**src/hw/rtl/block_rms_meter_core_defines.svh**
```systemverilog
// Assertion macros used by the RMS meter core.
`ifndef BLOCK_RMS_METER_CORE_DEFINES_SVH
`define BLOCK_RMS_METER_CORE_DEFINES_SVH

// Checks a property on every rising clock edge outside reset.
`define BRM_ASSERT(label, clk, rst, prop, msg) \
   label: assert property (@(posedge clk) disable iff (rst) (prop)) else $error(msg);

// Checks that a condition implies another one in the same cycle.
`define BRM_ASSERT_IMPLY(label, clk, rst, ante, cons, msg) \
   label: assert property (@(posedge clk) disable iff (rst) (ante) |-> (cons)) else $error(msg);

// Checks that a condition implies another one in the next cycle.
`define BRM_ASSERT_NEXT(label, clk, rst, ante, cons, msg) \
   label: assert property (@(posedge clk) disable iff (rst) (ante) |=> (cons)) else $error(msg);

`endif

```
**src/hw/rtl/brm_pkg.sv**
```systemverilog
package brm_pkg;

   // Fixed widths of the result fields.
   localparam int RMS_W  = 16;
   localparam int USED_W = 13;

   // Commands from the controller to the datapath.
   typedef struct packed {
      logic accept;     // A sample word is taken this cycle.
      logic div_load;   // Load the divider from the final sum.
      logic div_step;   // One quotient bit.
      logic sqrt_step;  // One root bit.
      logic out_load;   // Capture the result and clear the accumulators.
   } brm_cmd_type;

   // Status from the datapath to the controller.
   typedef struct packed {
      logic step_last;  // The current iteration is the final one.
   } brm_stat_type;

endpackage

```
**src/hw/rtl/brm_req_if.sv**
```systemverilog
interface brm_req_if #(
   parameter int SAMPLE_BITS = 16
);
   logic                          valid;
   logic                          ready;
   logic signed [SAMPLE_BITS-1:0] sample;
   logic                          last_sample;

   modport source (output valid, output sample, output last_sample, input ready);
   modport sink   (input valid, input sample, input last_sample, output ready);
endinterface

```
**src/hw/rtl/brm_rsp_if.sv**
```systemverilog
interface brm_rsp_if;
   logic                         valid;
   logic                         ready;
   logic [brm_pkg::RMS_W-1:0]    rms;
   logic [brm_pkg::USED_W-1:0]   samples_used;
   logic                         overflowed;

   modport source (output valid, output rms, output samples_used, output overflowed,
                   input ready);
   modport sink   (input valid, input rms, input samples_used, input overflowed,
                   output ready);
endinterface

```
**src/hw/rtl/block_rms_meter_core.sv**
```systemverilog
// Non-final samples are taken one per cycle; the square lands in the sum in the following cycle.
// A final sample starts the result: a flush state, a divider state producing SQ_W quotient
// bits and a root state producing SQ_W/2 root bits (SQ_W is the sum width rounded up to
// even, 46 at default), then an output state that waits until the previous word is taken.
// The divider and root loop are bit-serial; no sample is taken meanwhile.
// Synchronous active-high reset clears the sums, count, overflow flag and output valid.
`include "block_rms_meter_core_defines.svh"

module block_rms_meter_core #(
   parameter int MAX_SAMPLES = 4096,
   parameter int SAMPLE_BITS = 16
) (
   input logic       clock,
   input logic       reset,
   brm_req_if.sink   req_bus,
   brm_rsp_if.source rsp_bus
);
   import brm_pkg::*;

   brm_cmd_type  cmd;
   brm_stat_type stat;

   // Sequencer.
   brm_ctrl u_ctrl (
      .clock     (clock),
      .reset     (reset),
      .req_valid (req_bus.valid),
      .req_last  (req_bus.last_sample),
      .req_ready (req_bus.ready),
      .rsp_ready (rsp_bus.ready),
      .rsp_valid (rsp_bus.valid),
      .cmd       (cmd),
      .stat      (stat)
   );

   // Accumulator, divider, root and output register.
   brm_datapath #(
      .MAX_SAMPLES (MAX_SAMPLES),
      .SAMPLE_BITS (SAMPLE_BITS)
   ) u_datapath (
      .clock            (clock),
      .reset            (reset),
      .cmd              (cmd),
      .stat             (stat),
      .req_sample       (req_bus.sample),
      .rsp_rms          (rsp_bus.rms),
      .rsp_samples_used (rsp_bus.samples_used),
      .rsp_overflowed   (rsp_bus.overflowed)
   );

   // No sample may be taken while a result is being computed.
   `BRM_ASSERT_IMPLY(a_no_accept_busy, clock, reset, cmd.div_step || cmd.sqrt_step, !req_bus.ready, "sample taken during result computation")
   // A result must never overwrite a word the sink has not taken.
   `BRM_ASSERT_IMPLY(a_no_overwrite, clock, reset, cmd.out_load, !rsp_bus.valid || rsp_bus.ready, "output word overwritten")
   // A captured result is offered in the following cycle.
   `BRM_ASSERT_NEXT(a_out_valid, clock, reset, cmd.out_load, rsp_bus.valid, "captured result not offered")
   // At most one of the divider, root and output commands is active at a time.
   `BRM_ASSERT(a_one_cmd, clock, reset, $onehot0({cmd.div_load, cmd.div_step, cmd.sqrt_step, cmd.out_load}), "conflicting datapath commands")

endmodule

```
**src/hw/rtl/brm_ctrl.sv**
```systemverilog
module brm_ctrl (
   input  logic                  clock,
   input  logic                  reset,
   input  logic                  req_valid,
   input  logic                  req_last,
   output logic                  req_ready,
   input  logic                  rsp_ready,
   output logic                  rsp_valid,
   output brm_pkg::brm_cmd_type  cmd,
   input  brm_pkg::brm_stat_type stat
);
   import brm_pkg::*;

   localparam logic [2:0] ST_ACCUM = 3'd0;
   localparam logic [2:0] ST_FLUSH = 3'd1;
   localparam logic [2:0] ST_DIV   = 3'd2;
   localparam logic [2:0] ST_SQRT  = 3'd3;
   localparam logic [2:0] ST_DONE  = 3'd4;

   logic [2:0] state_ff, state_in;
   logic       rsp_valid_ff, rsp_valid_in;

   // Samples are taken only while accumulating.
   assign req_ready = (state_ff == ST_ACCUM);
   assign rsp_valid = rsp_valid_ff;

   // Command decode.
   always_comb begin
      cmd.accept    = (state_ff == ST_ACCUM) && req_valid;
      cmd.div_load  = (state_ff == ST_FLUSH);
      cmd.div_step  = (state_ff == ST_DIV);
      cmd.sqrt_step = (state_ff == ST_SQRT);
      cmd.out_load  = (state_ff == ST_DONE) && (!rsp_valid_ff || rsp_ready);
   end

   // Next state.
   always_comb begin
      state_in = state_ff;
      case (state_ff)
         ST_ACCUM: begin
            if (cmd.accept && req_last) state_in = ST_FLUSH;
         end
         ST_FLUSH: begin
            state_in = ST_DIV;
         end
         ST_DIV: begin
            if (stat.step_last) state_in = ST_SQRT;
         end
         ST_SQRT: begin
            if (stat.step_last) state_in = ST_DONE;
         end
         ST_DONE: begin
            if (cmd.out_load) state_in = ST_ACCUM;
         end
         default: begin
            state_in = ST_ACCUM;
         end
      endcase
   end

   // The output word stays valid until the sink takes it.
   assign rsp_valid_in = cmd.out_load || (rsp_valid_ff && !rsp_ready);

   always_ff @(posedge clock) begin
      if (reset) begin
         state_ff     <= ST_ACCUM;
         rsp_valid_ff <= 1'b0;
      end else begin
         state_ff     <= state_in;
         rsp_valid_ff <= rsp_valid_in;
      end
   end

endmodule

```
**src/hw/rtl/brm_datapath.sv**
```systemverilog
module brm_datapath #(
   parameter int MAX_SAMPLES = 4096,
   parameter int SAMPLE_BITS = 16
) (
   input  logic                          clock,
   input  logic                          reset,
   input  brm_pkg::brm_cmd_type          cmd,
   output brm_pkg::brm_stat_type         stat,
   input  logic signed [SAMPLE_BITS-1:0] req_sample,
   output logic [brm_pkg::RMS_W-1:0]     rsp_rms,
   output logic [brm_pkg::USED_W-1:0]    rsp_samples_used,
   output logic                          rsp_overflowed
);
   import brm_pkg::*;

   localparam int TALLY_W  = $clog2(MAX_SAMPLES + 1);
   localparam int SUM_FULL = 2 * SAMPLE_BITS + TALLY_W;
   localparam int SUM_W    = (SUM_FULL > 64) ? 64 : SUM_FULL;
   localparam int SQ_W     = SUM_W + (SUM_W % 2);
   localparam int ROOT_W   = SQ_W / 2;
   localparam int CNT_W    = $clog2(SQ_W);
   localparam int PROD_W   = 2 * SAMPLE_BITS;
   localparam logic [TALLY_W-1:0] MAX_TALLY = TALLY_W'(MAX_SAMPLES);

   logic [SAMPLE_BITS-1:0] raw;
   logic [SAMPLE_BITS-1:0] mag;
   logic [PROD_W-1:0]      sq_ff;
   logic                   sq_vld_ff;
   logic [SUM_W-1:0]       sum_ff, sum_in;
   logic [TALLY_W-1:0]     tally_ff;
   logic                   ovf_ff;
   logic                   has_room;

   logic [SQ_W-1:0]        quo_ff;
   logic [TALLY_W-1:0]     rem_ff;
   logic [TALLY_W:0]       d_trial;
   logic                   d_ge;
   logic [ROOT_W-1:0]      root_ff;
   logic [ROOT_W+1:0]      srem_ff;
   logic [ROOT_W+1:0]      s_cand;
   logic [ROOT_W+1:0]      s_trial;
   logic                   s_ge;
   logic [CNT_W-1:0]       cnt_ff;

   logic [RMS_W-1:0]       rms_ff;
   logic [USED_W-1:0]      used_ff;
   logic                   ovf_out_ff;

   // Magnitude of the sample; the most negative code maps to its positive value.
   assign raw      = req_sample;
   assign mag      = raw[SAMPLE_BITS-1] ? (~raw + SAMPLE_BITS'(1)) : raw;
   assign has_room = (tally_ff < MAX_TALLY);

   // The square is registered and added to the sum in the following cycle.
   assign sum_in = sq_vld_ff ? (sum_ff + SUM_W'(sq_ff)) : sum_ff;

   always_ff @(posedge clock) begin
      if (cmd.accept && has_room) begin
         sq_ff <= mag * mag;
      end
   end

   // Accumulator state, cleared when the result is captured.
   always_ff @(posedge clock) begin
      if (reset) begin
         sq_vld_ff <= 1'b0;
         sum_ff    <= '0;
         tally_ff  <= '0;
         ovf_ff    <= 1'b0;
      end else begin
         sq_vld_ff <= cmd.accept && has_room;
         if (cmd.out_load) begin
            sum_ff   <= '0;
            tally_ff <= '0;
            ovf_ff   <= 1'b0;
         end else begin
            sum_ff <= sum_in;
            if (cmd.accept && has_room) tally_ff <= tally_ff + TALLY_W'(1);
            if (cmd.accept && !has_room) ovf_ff <= 1'b1;
         end
      end
   end

   // Restoring divider step: one quotient bit shifts into the quotient register.
   assign d_trial = {rem_ff, quo_ff[SQ_W-1]};
   assign d_ge    = (d_trial >= {1'b0, tally_ff});

   // Square root step: two dividend bits leave the top of the quotient register.
   assign s_cand  = {srem_ff[ROOT_W-1:0], quo_ff[SQ_W-1 -: 2]};
   assign s_trial = {root_ff, 2'b01};
   assign s_ge    = (s_cand >= s_trial);

   assign stat.step_last = (cnt_ff == '0);

   always_ff @(posedge clock) begin
      if (cmd.div_load) begin
         quo_ff  <= SQ_W'(sum_in);
         rem_ff  <= '0;
         root_ff <= '0;
         srem_ff <= '0;
         cnt_ff  <= CNT_W'(SQ_W - 1);
      end else if (cmd.div_step) begin
         rem_ff <= d_ge ? TALLY_W'(d_trial - {1'b0, tally_ff}) : d_trial[TALLY_W-1:0];
         quo_ff <= {quo_ff[SQ_W-2:0], d_ge};
         cnt_ff <= (cnt_ff == '0) ? CNT_W'(ROOT_W - 1) : cnt_ff - CNT_W'(1);
      end else if (cmd.sqrt_step) begin
         srem_ff <= s_ge ? (s_cand - s_trial) : s_cand;
         root_ff <= {root_ff[ROOT_W-2:0], s_ge};
         quo_ff  <= {quo_ff[SQ_W-3:0], 2'b00};
         cnt_ff  <= cnt_ff - CNT_W'(1);
      end
   end

   // Output register; an empty count reads as zero.
   always_ff @(posedge clock) begin
      if (cmd.out_load) begin
         rms_ff     <= (tally_ff == '0) ? '0 : RMS_W'(root_ff);
         used_ff    <= USED_W'(tally_ff);
         ovf_out_ff <= ovf_ff;
      end
   end

   assign rsp_rms          = rms_ff;
   assign rsp_samples_used = used_ff;
   assign rsp_overflowed   = ovf_out_ff;

endmodule
```
**src/flat_wrapper.sv**
```systemverilog
// flat-port wrapper written by rule: the top's interface ports become plain ports
module block_rms_meter_core_flat import brm_pkg::*;
#(
   parameter int MAX_SAMPLES = 4096,
   parameter int SAMPLE_BITS = 16
)
  (clock, reset, req_bus_valid, req_bus_sample, req_bus_last_sample, req_bus_ready, rsp_bus_valid, rsp_bus_rms, rsp_bus_samples_used, rsp_bus_overflowed, rsp_bus_ready);
  brm_req_if #(.SAMPLE_BITS(SAMPLE_BITS)) req_bus_i ();
  brm_rsp_if rsp_bus_i ();
  input logic clock;
  input logic reset;
  input wire logic [$bits(req_bus_i.valid)-1:0] req_bus_valid;
  input wire logic [$bits(req_bus_i.sample)-1:0] req_bus_sample;
  input wire logic [$bits(req_bus_i.last_sample)-1:0] req_bus_last_sample;
  output wire logic [$bits(req_bus_i.ready)-1:0] req_bus_ready;
  output wire logic [$bits(rsp_bus_i.valid)-1:0] rsp_bus_valid;
  output wire logic [$bits(rsp_bus_i.rms)-1:0] rsp_bus_rms;
  output wire logic [$bits(rsp_bus_i.samples_used)-1:0] rsp_bus_samples_used;
  output wire logic [$bits(rsp_bus_i.overflowed)-1:0] rsp_bus_overflowed;
  input wire logic [$bits(rsp_bus_i.ready)-1:0] rsp_bus_ready;
  assign req_bus_i.valid = req_bus_valid;
  assign req_bus_i.sample = req_bus_sample;
  assign req_bus_i.last_sample = req_bus_last_sample;
  assign req_bus_ready = req_bus_i.ready;
  assign rsp_bus_valid = rsp_bus_i.valid;
  assign rsp_bus_rms = rsp_bus_i.rms;
  assign rsp_bus_samples_used = rsp_bus_i.samples_used;
  assign rsp_bus_overflowed = rsp_bus_i.overflowed;
  assign rsp_bus_i.ready = rsp_bus_ready;
  block_rms_meter_core #(.MAX_SAMPLES(MAX_SAMPLES), .SAMPLE_BITS(SAMPLE_BITS)) u_core (.clock(clock), .reset(reset), .req_bus(req_bus_i), .rsp_bus(rsp_bus_i));
endmodule
```
**config.mk**
```make
export PLATFORM = sky130hd
export DESIGN_NAME = block_rms_meter_core_flat
export DESIGN_NICKNAME = d
export VERILOG_FILES = /design/src/hw/rtl/brm_pkg.sv /design/src/hw/rtl/brm_req_if.sv /design/src/hw/rtl/brm_rsp_if.sv /design/src/hw/rtl/block_rms_meter_core.sv /design/src/hw/rtl/brm_ctrl.sv /design/src/hw/rtl/brm_datapath.sv /design/src/flat_wrapper.sv
export VERILOG_INCLUDE_DIRS = /design/src /design/src/hw/rtl
export SDC_FILE = /design/constraint.sdc
export NUM_CORES = 1
export LEC_CHECK = 0
export BUFFER_PORTS_ARGS = -buffer_cell sky130_fd_sc_hd__buf_2
export CAP_MARGIN = 30
export CORE_AREA = 2 2 263 265
export DETAILED_ROUTE_END_ITERATION = 8
export DIE_AREA = 0 0 265 267
export PLACE_DENSITY = 0.41
export SYNTH_ARGS = -nofsm -noshare
export SYNTH_HDL_FRONTEND = slang
export SYNTH_HIERARCHICAL = 1
export SYNTH_SLANG_ARGS = --single-unit
```
**constraint.sdc**
```tcl
create_clock -name clock -period 9.2 [get_ports clock]
set_input_delay 0.46 -clock clock [delete_from_list [all_inputs] [get_ports clock]]
set_output_delay 0.46 -clock clock [all_outputs]
set_load 0.03 [all_outputs]
```
After elaboration in Yosys (flattened, before gate mapping)
Cells that the tools add are included. Widths: inputs -> output; s select.

Input bits: 21. Memory bits (read-only): 0. Memories: 0. Word-level logic and storage cells: 70. Flip-flop bits (word level): 237. Output and inout port bits: 32. Memory bits (writable): 0. Latch bits: 0.

Order comparisons: 3. Shifts and indexed selects: 0. Divide/modulo/power cells: 0. Multiplexer cells: 15. Reduce and logical (&&, ||, !) cells: 19. Bitwise gates (word level): 2. Add/sub/neg operators: 6. Multipliers: 1. Equal/unequal tests: 8.

Operators with widths (number): $mux 46 (2); $mux 45 (2); $add 45x32->45 (1); $mul 16x16->32 (1); $ge 25x25->1 (1); $mux 23 (1); $sub 23x23->23 (1); $mux 6 (3); $add 16x1->16 const B (1); $mux 16 (1); $not 16->16 (1); $pmux 3 s5 (1); $ge 14x13->1 (1); $add 13x1->13 const B (1); $logic_not 13->1 (1); $lt 13x13->1 const B (1); $mux 13 (1); $sub 13x13->13 (1); $mux 3 (4); $eq 3x2->1 const B (2); $logic_and 1x1->1 (6); $logic_not 6->1 (1); $ne 2x2->1 const B (3); $sub 6x1->6 const B (1); 12 further kinds (15).

Logic depth before layout (Yosys ltp)
Gate-level depths: netlist of run 1.

Depth after elaboration: 5. Mapped depth: 30. Gate-level depth less buffers: 30.

By module
The synthesis of run 1 kept the hierarchy.

Modules (own cells, without submodules): brm_datapath (sequential area each 5705.5 sq um, cells each 2197, area each 20000.4 sq um, times used 1); brm_ctrl (sequential area each 80.1 sq um, cells each 26, area each 222.7 sq um, times used 1).

Worst setup path after synthesis of run 1
No wires, ideal clock.

Path type: input to register. From: in req_bus_sample[5]. To: reg u_core.u_datapath.sq_ff[29], data pin. Data required time: 8.938 ns. Setup slack: 1.886 ns. Buffers on the path: 0. Data arrival time: 7.052 ns. Library setup time: 0.262 ns. Stages: 27. Path through: nor4_1 -> inv_1 -> nor3_2 -> nand3_1 -> o41ai_1 -> xor2_1 -> clkinv_1 -> nand2_1 -> inv_1 -> fa_1 -> inv_1 -> fa_1 -> inv_1 -> fa_1 -> fa_1 -> fa_1 -> inv_1 -> fa_1 -> inv_1 -> ha_1 -> a21o_1 -> a2bb2oi_1 -> a31oi_1 -> nor2_1 -> o21ai_0 -> a211oi_1 -> xnor2_1.

Word-level cells in the longest chain between the ends: 4.

RTL lines: start: declaration (line flat_wrapper.sv:13) `input wire logic [$bits(req_bus_i.sample)-1:0] req_bus_sample;`; $not 16->16 (line brm_datapath.sv:51) `assign mag = raw[SAMPLE_BITS-1] ? (~raw + SAMPLE_BITS'(1)) : raw;`; $add 16x1->16 (line brm_datapath.sv:51); $mux 16 * (line brm_datapath.sv:51); $mul 16x16->32 * (line brm_datapath.sv:59) `sq_ff <= mag * mag;`; end signal: assignment (line brm_datapath.sv:59); end: declaration (line brm_datapath.sv:27) `logic [PROD_W-1:0] sq_ff;`.

Every way passes the cells marked *; elsewhere a longest branch is shown, timed or not. A chain may end at the register's enable or synchronous reset.

Worst setup path after layout of run 1
From: in req_bus_sample[5]. To: reg u_core.u_datapath.sq_ff[25], data pin.

Same word-level chain as after synthesis.

==> results.toml, run 1 <==
[status]
status = "complete, no violations"

[sta]
period_minus_slack_ns = 7.769
rsz0062_at_grt = "false"
fin_crit_sh_pct = 84.45
max-slew-margin-rel_pct = 41.14
hold_viol_final = 0
tightest_slew_ns = 0.8830
setup_violations = 0
slew_violations = 0
max_freq_mhz = 128.7
finClkSkew_ns = 0.02818
tns_ns = 0

[routing]
vias = 14910
wire_per_inst_um = 14.86
drtIter0Drc = 657
dr.pass1.iters = 5
routed_wl_mm = 46.93
drc = 0
vias_per_cell = 4.719
postRouteAntennaNets = 0

[run]
maxCapViolations = 0

[global_routing]
grt_pass1_vias = 15520
grt_max_degree = 82
grt.total_usage_pct = 13.48
grt-ovfl-total = 0
antenna_found_initial = 0
grt_pass1_wl_mm = 79.71

[yosys]
ys_seq_area_share_pct = 28.61
yosysWarnings = 6
syn_avg_cell_area_sq_um = 9.097
synth-simple-area-share_pct = 14.70
synthAdderAreaFrac_pct = 27.01
synth_top_family_by_area = "adder cells"
synthCells = 2223
synth_xor_area_share_pct = 5.544
synth_edf_count = 106
ys_top_cells_by_area = "fa_1 16%, edfxtp_1 16%, dfxtp_1 13%, ha_1 11%, inv_1 5.5%"
synth_cell_types = 84
syn_area_sq_um = 20220
synth.ff_latch_count = 236
synth_top_area_share_pct = 16.43
ys.flop_type = "dfxtp_1"
synth.area.mux_share_pct = 2.203
synth_compound_area_share_pct = 14.55
yosys.area.top_type = "fa_1"
synthArstFlopShare_pct = 0

[clocking]
clk_path_buf_depth = 3
numCtsBuffers = 27
cts_tree = "yes"
cts-root-buf = "clkbuf_16"
hold_buffers = 0
htreeDepth = 1
worstSkewPairLatency_ns = 0.56
clkSinkCount = 236
cts_resized = 0
cts_setup_buffers = 0
cts.clk_slew.worst_paths_ns = 0.06

[worst_setup_path]
rr_worst_depth = 12
r2r_end = "u_core/u_datapath/quo_ff[34]"
end_kind = "register"
rrSetupSlack_ns = 5.30
critical_path_class = "in2reg"
r2r-start = "u_core/u_datapath/sq_ff[0]"
crit_family = "adder cells"
worst-path-buf-inv = 6
arrival_ns = 8.07
worstPathRequired_ns = 9.50
crit_path_max_incr_delay_ns = 0.67
worst_path_max_delay_cell = "xor2_1"
cp_max_fo = 8
cpMostUsedCell = "fa_1"
start_kind = "input port"

[placement]
place.gp.congestion = 0.7975
place_hpwl_mm = 36.05
io_buffers = 52
dp_cells = 3109

[floorplan]
ioPinCount = 53
dieArea_sq_um = 70760
dieHeight_um = 267
initial_core_util_pct = 29.75
core-area_sq_um = 67990
rows = 96
die_w_um = 265

[cells_and_area]
drive_gt1_share_pct = 7.071
stdcell_count = 3159
n_antenna_cell = 0
final_util_pct = 33.00
syn2layout_area_growth_pct = 10.94
nets = 2614
nFillCells = 7043

[worst_hold_path]
min_to = "u_core/u_ctrl/state_ff[0]"
hold_path_class = "in2reg"
min_from = "reset"
worstHoldPathCells = 2
cell type report:
| cell class | instances | area (sq um) | share of cell area (%) |
|---|---|---|---|
| well taps | 882 | 1104 | 4.919 |
| repair buffers | 80 | 503.0 | 2.242 |
| multi-input cells | 1608 | 13030 | 58.10 |
| inverters | 303 | 1137 | 5.069 |
| clock buffers | 36 | 749.5 | 3.341 |
| flip-flops and latches | 236 | 5787 | 25.79 |
| clock inverters | 14 | 121.4 | 0.5410 |
metal layers:
layer	vias up	track usage, %	wire length [um]
li1	7562	-	-
met1	7102	18.03	22870
met2	180	23.44	21960
met3	63	1.181	1119
met4	0	3.405	984
met5	-	0	0
registers in the layout, summed over array words and instances (netlist names), 16 cells and up:
signal,cells
u_core/u_datapath/sq_ff,31
u_core/u_datapath/root_ff,23
u_core/u_datapath/srem_ff,23
u_core/u_datapath/sum_ff,45
u_core/u_datapath/rsp_rms,16
u_core/u_datapath/quo_ff,46
worst register-to-register path, stage by stage (launching register included):
cell and delay [ns]:
edfxtp_1 0.44, ha_1 0.26, ha_1 0.21, a21oi_1 0.28, o211a_1 0.22, nor2_1 0.07
o21a_1 0.23, a2111oi_0 0.55, o21ai_1 0.26, a211oi_2 0.58, nor3_1 0.16, xnor2_1 0.28
a21oi_1 0.11
per-stage QoR:
| stage | instance area, sq um | hold slack [ns] | setup WS, ns |
|---|---|---|---|
| 2_1_floorplan | 20260 | 0.4090 | 1.886 |
| 3_3_place_gp | 21510 | 0.4318 | 0.8683 |
| 3_5_place_dp | 21560 | 0.4260 | 0.7693 |
| 4_1_cts | 22440 | 0.1447 | 1.358 |
| 5_1_grt | 22440 | 0.1701 | 0.9126 |
| 6_report | 22440 | 0.1762 | 1.431 |
synth_stat cells (62+ instances only):
library cell and n:
edfxtp_1 106, nor2b_1 62, xnor2_1 92, a211oi_1 84, fa_1 166, nand2_1 188, dfxtp_1 130, inv_1 294
clkbuf_1 68, ha_1 171, nor2_1 217, a21oi_1 160
placed cells by master, fill, tap and decap left out, drive strengths merged, types with 20 or more instances in the layout:
cell type	instances
inv	296
nor2	218
nand2	188
ha	171
fa	166
a21oi	162
dfxtp	130
edfxtp	106
xnor2	92
a211oi	86
buf	80
nor2b	62
o21ai	54
a21o	44
mux2i	40
nor3	40
xor2	36
clkbuf	36
a31oi	31
nand3	22
nand4	20
how the worst max path moves through the flow:
| stage | from | end | slack, ns | cells after the start |
|---|---|---|---|---|
| after floorplan | req_bus_sample[5] | u_core/u_datapath/sq_ff[29] | 1.89 | 27 |
| final | req_bus_sample[5] | u_core/u_datapath/sq_ff[25] | 1.43 | 27 |
| after global routing | req_bus_sample[5] | u_core/u_datapath/sq_ff[29] | 0.91 | 27 |
| after global placement | req_bus_sample[5] | u_core/u_datapath/sq_ff[25] | 0.87 | 27 |
| after detailed placement | req_bus_sample[5] | u_core/u_datapath/sq_ff[25] | 0.77 | 26 |
| after CTS | req_bus_sample[5] | u_core/u_datapath/sq_ff[25] | 1.36 | 26 |
logic make-up after synthesis:
logic type / Yosys count
muxes: 44
adders and majority gates: 337
AOI/OAI and AO/OA: 452
and+or+nand+nor: 636
DFF: 236
other: 2
buffers and inverters: 388
xor gates and xnor gates: 128
Power of run 1 is not shown: default switching activity piles up to over one toggle a cycle in this logic, so the estimate is an artifact.
==> run 2, diff against run 1 <==
ABC_AREA = 1   (was not set)
CORE_AREA = 2 2 279 281   (was 2 2 263 265)
DIE_AREA = 0 0 281 283   (was 0 0 265 267)
PLACE_DENSITY = 0.43   (was 0.41)
clock period = 6.3 ns   (was 9.2 ns; I/O delays follow)
==> results.toml, run 2 <==
[status]
status = "complete, no violations"

[global_routing]
grt_pass1_vias = 19880
grt.total_usage_pct = 15.79
grt_max_degree = 80
grt_pass1_wl_mm = 103.1
grt-ovfl-total = 0
antenna_found_initial = 0

[yosys]
synth_edf_count = 106
syn_area_sq_um = 22850
ys.flop_type = "dfxtp_1"
ys_top_cells_by_count = "802 x nand2_1, 576 x inv_1, 310 x nor2_1"
synthCells = 3159
yosysWarnings = 6
syn_avg_cell_area_sq_um = 7.234
synth.ff_latch_count = 236
synth.area.mux_share_pct = 0.08760
ys_seq_area_share_pct = 25.32
synth_compound_area_share_pct = 8.574
ys_top_cells_by_area = "fa_1 15%, edfxtp_1 14%, nand2_1 13%, dfxtp_1 11%, inv_1 9.5%"
yosys.area.top_type = "fa_1"
synth_xor_area_share_pct = 2.677
synth_cell_types = 56
synth_top_family_by_area = "simple AND/OR/NAND/NOR gates"
synthAdderAreaFrac_pct = 23.90
synth-simple-area-share_pct = 27.77
synth_most_common_cell = "nand2_1"
synthArstFlopShare_pct = 0
synth_top_area_share_pct = 14.54

[floorplan]
dieArea_sq_um = 79520
ioPinCount = 53
rows = 102
dieHeight_um = 283
die_w_um = 281
core-area_sq_um = 76700
initial_core_util_pct = 29.79

[routing]
routed_wl_mm = 61.79
vias = 19460
wire_per_inst_um = 13.92
dr.pass1.iters = 4
drc = 0
drtIter0Drc = 841
vias_per_cell = 4.384
postRouteAntennaNets = 0

[clocking]
clk_path_buf_depth = 3
cts_tree = "yes"
clkSinkCount = 236
cts-root-buf = "clkbuf_16"
htreeDepth = 1
worstSkewPairLatency_ns = 0.56
numCtsBuffers = 26
cts.clk_slew.worst_paths_ns = 0.07

[sta]
setup_violations = 0
slew_violations = 0
rsz0062_at_grt = "true"
tightest_slew_ns = 0.9128
fin_crit_sh_pct = 95.06
max-slew-margin-rel_pct = 38.69
period_minus_slack_ns = 5.989
max_freq_mhz = 167.0
finClkSkew_ns = 0.01664
hold_viol_final = 0

[run]
maxCapViolations = 0

[worst_setup_path]
arrival_ns = 6.28
critical_path_class = "in2reg"
start_kind = "input port"
cp_max_fo = 7
worstPathRequired_ns = 6.60
end_kind = "register"

[cells_and_area]
top_regs = "u_core/u_datapath/quo_ff x46, u_core/u_datapath/sum_ff x45, u_core/u_datapath/sq_ff x31"
final_cell_mix = "794 x nand2_1, 573 x inv_1, 297 x nor2_1, 210 x buf_4, 170 x nand3_1"
n_antenna_cell = 0
drive_gt1_share_pct = 14.12
nets = 3738
nFillCells = 8434
final_common_cell = "nand2_1"
final_util_pct = 34.93
multi_input_area_sq_um = 14620
top_register = "u_core/u_datapath/quo_ff"
syn2layout_area_growth_pct = 17.25
regArea_sq_um = 5787
largest_reg_flops = 46

[placement]
place_hpwl_mm = 50.64
io_buffers = 52
place.gp.congestion = 0.8767

[worst_hold_path]
hold_path_class = "in2reg"
## run 2: worst max-delay path, cell delays in order
cell and delay (ns):
buf_2 0.11, buf_4 0.16, nor3_4 0.21, nand2_2 0.11, nor2_4 0.14, nand3_4 0.10, nand2_4 0.07, nand2_2 0.05
xor2_2 0.13, buf_4 0.16, buf_4 0.20, nand2_1 0.08, fa_1 0.48, inv_1 0.07, fa_1 0.53, inv_1 0.05
fa_1 0.52, inv_1 0.05, fa_1 0.50, fa_1 0.45, ha_1 0.29, ha_1 0.35, a21oi_1 0.30, o21ai_0 0.23
a21oi_1 0.16, o21ai_0 0.11, o21bai_1 0.18, xor2_1 0.14
## run 2: metrics by stage
step / setup slack (ns) / TNS (ns) / std cells / hold slack, ns / area [sq um]
after floorplan: -0.03381 / -0.06316 / 3168 / 0.3819 / 22900
after global placement: -0.5718 / -7.559 / 4387 / 0.4129 / 25680
after detailed placement: -0.5739 / -8.035 / 4388 / 0.4143 / 25700
after CTS: 0.01338 / 0 / 4437 / 0.03339 / 26610
after global routing: -0.02429 / -0.04585 / 4440 / 0.07788 / 26790
final: 0.3110 / 0 / 4440 / 0.07113 / 26790
## run 2: what timing repair did
item,CTS,global route
endpoints found under the hold margin,3,0
endpoints found under the setup margin,0,20
gates resized for setup,0,41
buffers inserted,0,3
hold buffers,1,0
## run 2: worst paths after layout
check / slack [ns] / startpoint / endpoint / cells after the start
min reg2reg: 0.43 / u_core/u_datapath/ovf_ff / u_core/u_datapath/rsp_overflowed / 0
min: 0.07 / rsp_bus_ready / u_core/u_ctrl/rsp_valid / 4
max reg2reg: 3.10 / u_core/u_ctrl/state_ff[0] / u_core/u_datapath/quo_ff[1] / 7
max: 0.31 / req_bus_sample[0] / u_core/u_datapath/sq_ff[30] / 28
## run 2: routing by layer
layer	GRT usage, %	share of wire, %	wire length, um
met5	0	0	0
met4	3.356	1.9	1183
met3	0.9730	2.3	1432
met2	27.42	47	29050
met1	21.49	49	30130
## run 2: logic make-up (layout without fill, tap and decap cells)
group / after synthesis / after routing
other cells: 2 / 11
fa+ha+maj: 337 / 337
buf+inv: 691 / 923
flops: 236 / 236
xor+xnor: 69 / 69
mux: 2 / 2
simple gates: 1468 / 1468
compound gates: 354 / 354
## run 2: final cells by class
type	instances	share of cell area, %
Clock buffer	36	2.853
Clock inverter	12	0.5323
Inverter	610	8.550
Multi-Input combinational cell	2241	54.57
Sequential cell	236	21.60
Tap cell	1040	4.856
Timing Repair Buffer	265	7.042
Power of run 2 is left out for the same reason.
==> run 3, diff against run 2 <==
CORE_AREA = 8 8 285 287   (was 2 2 279 281)
DIE_AREA = 0 0 293 295   (was 0 0 281 283)
GPL_TIMING_DRIVEN = 1   (was not set)
PLACE_DENSITY = 0.41   (was 0.43)
clock period = 7.7 ns   (was 6.3 ns; I/O delays follow)
==> results.toml, run 3 (synthesis results as in run 2) <==
[placement]
io_buffers = 52
placed_area_sq_um = 24260
place.gp.congestion = 0.9463
place_hpwl_mm = 52.44

[sta]
tns_ns = 0
fin_crit_sh_pct = 86.36
finClkSkew_ns = 0.04445
hold_viol_final = 0
period_minus_slack_ns = 6.649
whs_ns = 0.06939
max-slew-margin-rel_pct = 33.72
max_freq_mhz = 150.4
rsz0062_at_grt = "false"
tightest_slew_ns = 0.9868
setup_violations = 0
slew_violations = 0

[global_routing]
antenna_found_initial = 0
grt_max_degree = 79
use_met1_pct = 18.91
top_usage_layer = "met2"
met2_usage_pct = 27.17
grt_pass1_wl_mm = 106.8
use_met3_pct = 1.194
grt_pass1_vias = 20220
grt-ovfl-total = 0
grt.total_usage_pct = 14.90

[clocking]
clk_path_buf_depth = 3
cts_tree = "yes"
cts_resized = 0
clkSinkCount = 236
htreeDepth = 1
worstSkewPairLatency_ns = 0.58
numCtsBuffers = 29
hold_buffers = 0
cts.clk_slew.worst_paths_ns = 0.06
cts-root-buf = "clkbuf_16"
cts_setup_buffers = 0

[worst_setup_path]
end_kind = "register"
r2r-start = "u_core/u_ctrl/state_ff[1]"
cp_max_fo = 13
start_kind = "input port"
crit_path_max_incr_delay_ns = 0.59
worstPathRequired_ns = 8.02
critical_path_class = "in2reg"
r2r_end = "u_core/u_datapath/srem_ff[17]"
rr_worst_depth = 12
cpMostUsedCell = "fa_1"
arrival_ns = 6.97
crit_start = "req_bus_sample[0]"
rrSetupSlack_ns = 4.77
worst_path_max_delay_cell = "fa_1"

[cells_and_area]
top_register = "u_core/u_datapath/quo_ff"
final_common_cell = "nand2_1"
drive_gt1_share_pct = 8.025
nFillCells = 8283
syn2layout_area_growth_pct = 10.39
final_cell_mix = "800 x nand2_1, 575 x inv_1, 308 x nor2_1, 172 x nand3_1, 171 x ha_1"
largest_reg_flops = 46
stdcell_area_sq_um = 25230
n_antenna_cell = 0
final_util_pct = 32.89
nets = 3550
top_regs = "u_core/u_datapath/quo_ff x46, u_core/u_datapath/sum_ff x45, u_core/u_datapath/sq_ff x31"

[status]
status = "complete, no violations"

[worst_hold_path]
hold_path_class = "in2reg"
worstHoldPathCells = 2
min_to = "u_core/u_ctrl/state_ff[1]"
min_from = "reset"

[routing]
wire_per_inst_um = 15.16
vias = 19440
drc = 0
drtIter0Drc = 906
routed_wl_mm = 64.52
vias_per_cell = 4.569
dr.pass1.iters = 7
postRouteAntennaNets = 0

[floorplan]
rows = 102
dieArea_sq_um = 86440
initial_core_util_pct = 29.79
core-area_sq_um = 76700
dieHeight_um = 295
die_w_um = 293
ioPinCount = 53

[run]
maxCapViolations = 0
[run 3: stage by stage]
stage / worst slack [ns] / std cells
2_1_floorplan: 1.066 / 3168
3_3_place_gp: 0.4316 / 4200
3_5_place_dp: 0.3571 / 4200
4_1_cts: 0.9698 / 4254
5_1_grt: 0.6472 / 4255
6_report: 1.051 / 4255
[run 3: worst max path at each step]
stage,end,slack [ns],cells after the start
floorplan,u_core/u_datapath/sq_ff[30],1.07,29
global placement,u_core/u_datapath/sq_ff[28],0.43,25
detailed placement,u_core/u_datapath/sq_ff[28],0.36,28
CTS,u_core/u_datapath/sq_ff[28],0.97,25
global route,u_core/u_datapath/sq_ff[28],0.65,28
finish,u_core/u_datapath/sq_ff[28],1.05,25
[run 3: routing by layer]
metal | routed length, um | vias to the layer above | part of all wire [%]
met5 | 0 | - | 0
li1 | - | 9965 | -
met2 | 31410 | 287 | 49
met4 | 1496 | 0 | 2.3
met1 | 29630 | 9119 | 46
met3 | 1979 | 71 | 3.1
[run 3: cell type report]
cell class	count	area, sq um	area share, %
Multi-Input combinational cell	2241	14460	57.32
Sequential cell	236	5787	22.94
Clock inverter	18	161.4	0.6398
Clock buffer	36	782.0	3.100
Tap cell	1040	1301	5.158
Inverter	610	2290	9.076
Timing Repair Buffer	74	445.4	1.766
[run 3: worst max-delay path: cells and delay by family]
| kind | cells | cell delay (ns) |
|---|---|---|
| xor+xnor | 1 | 0.15 |
| buf+inv | 5 | 0.36 |
| simple gates | 8 | 1.63 |
| fa+ha+maj | 8 | 3.74 |
| compound gates | 3 | 0.69 |
Power of run 3 is left out for the same reason.
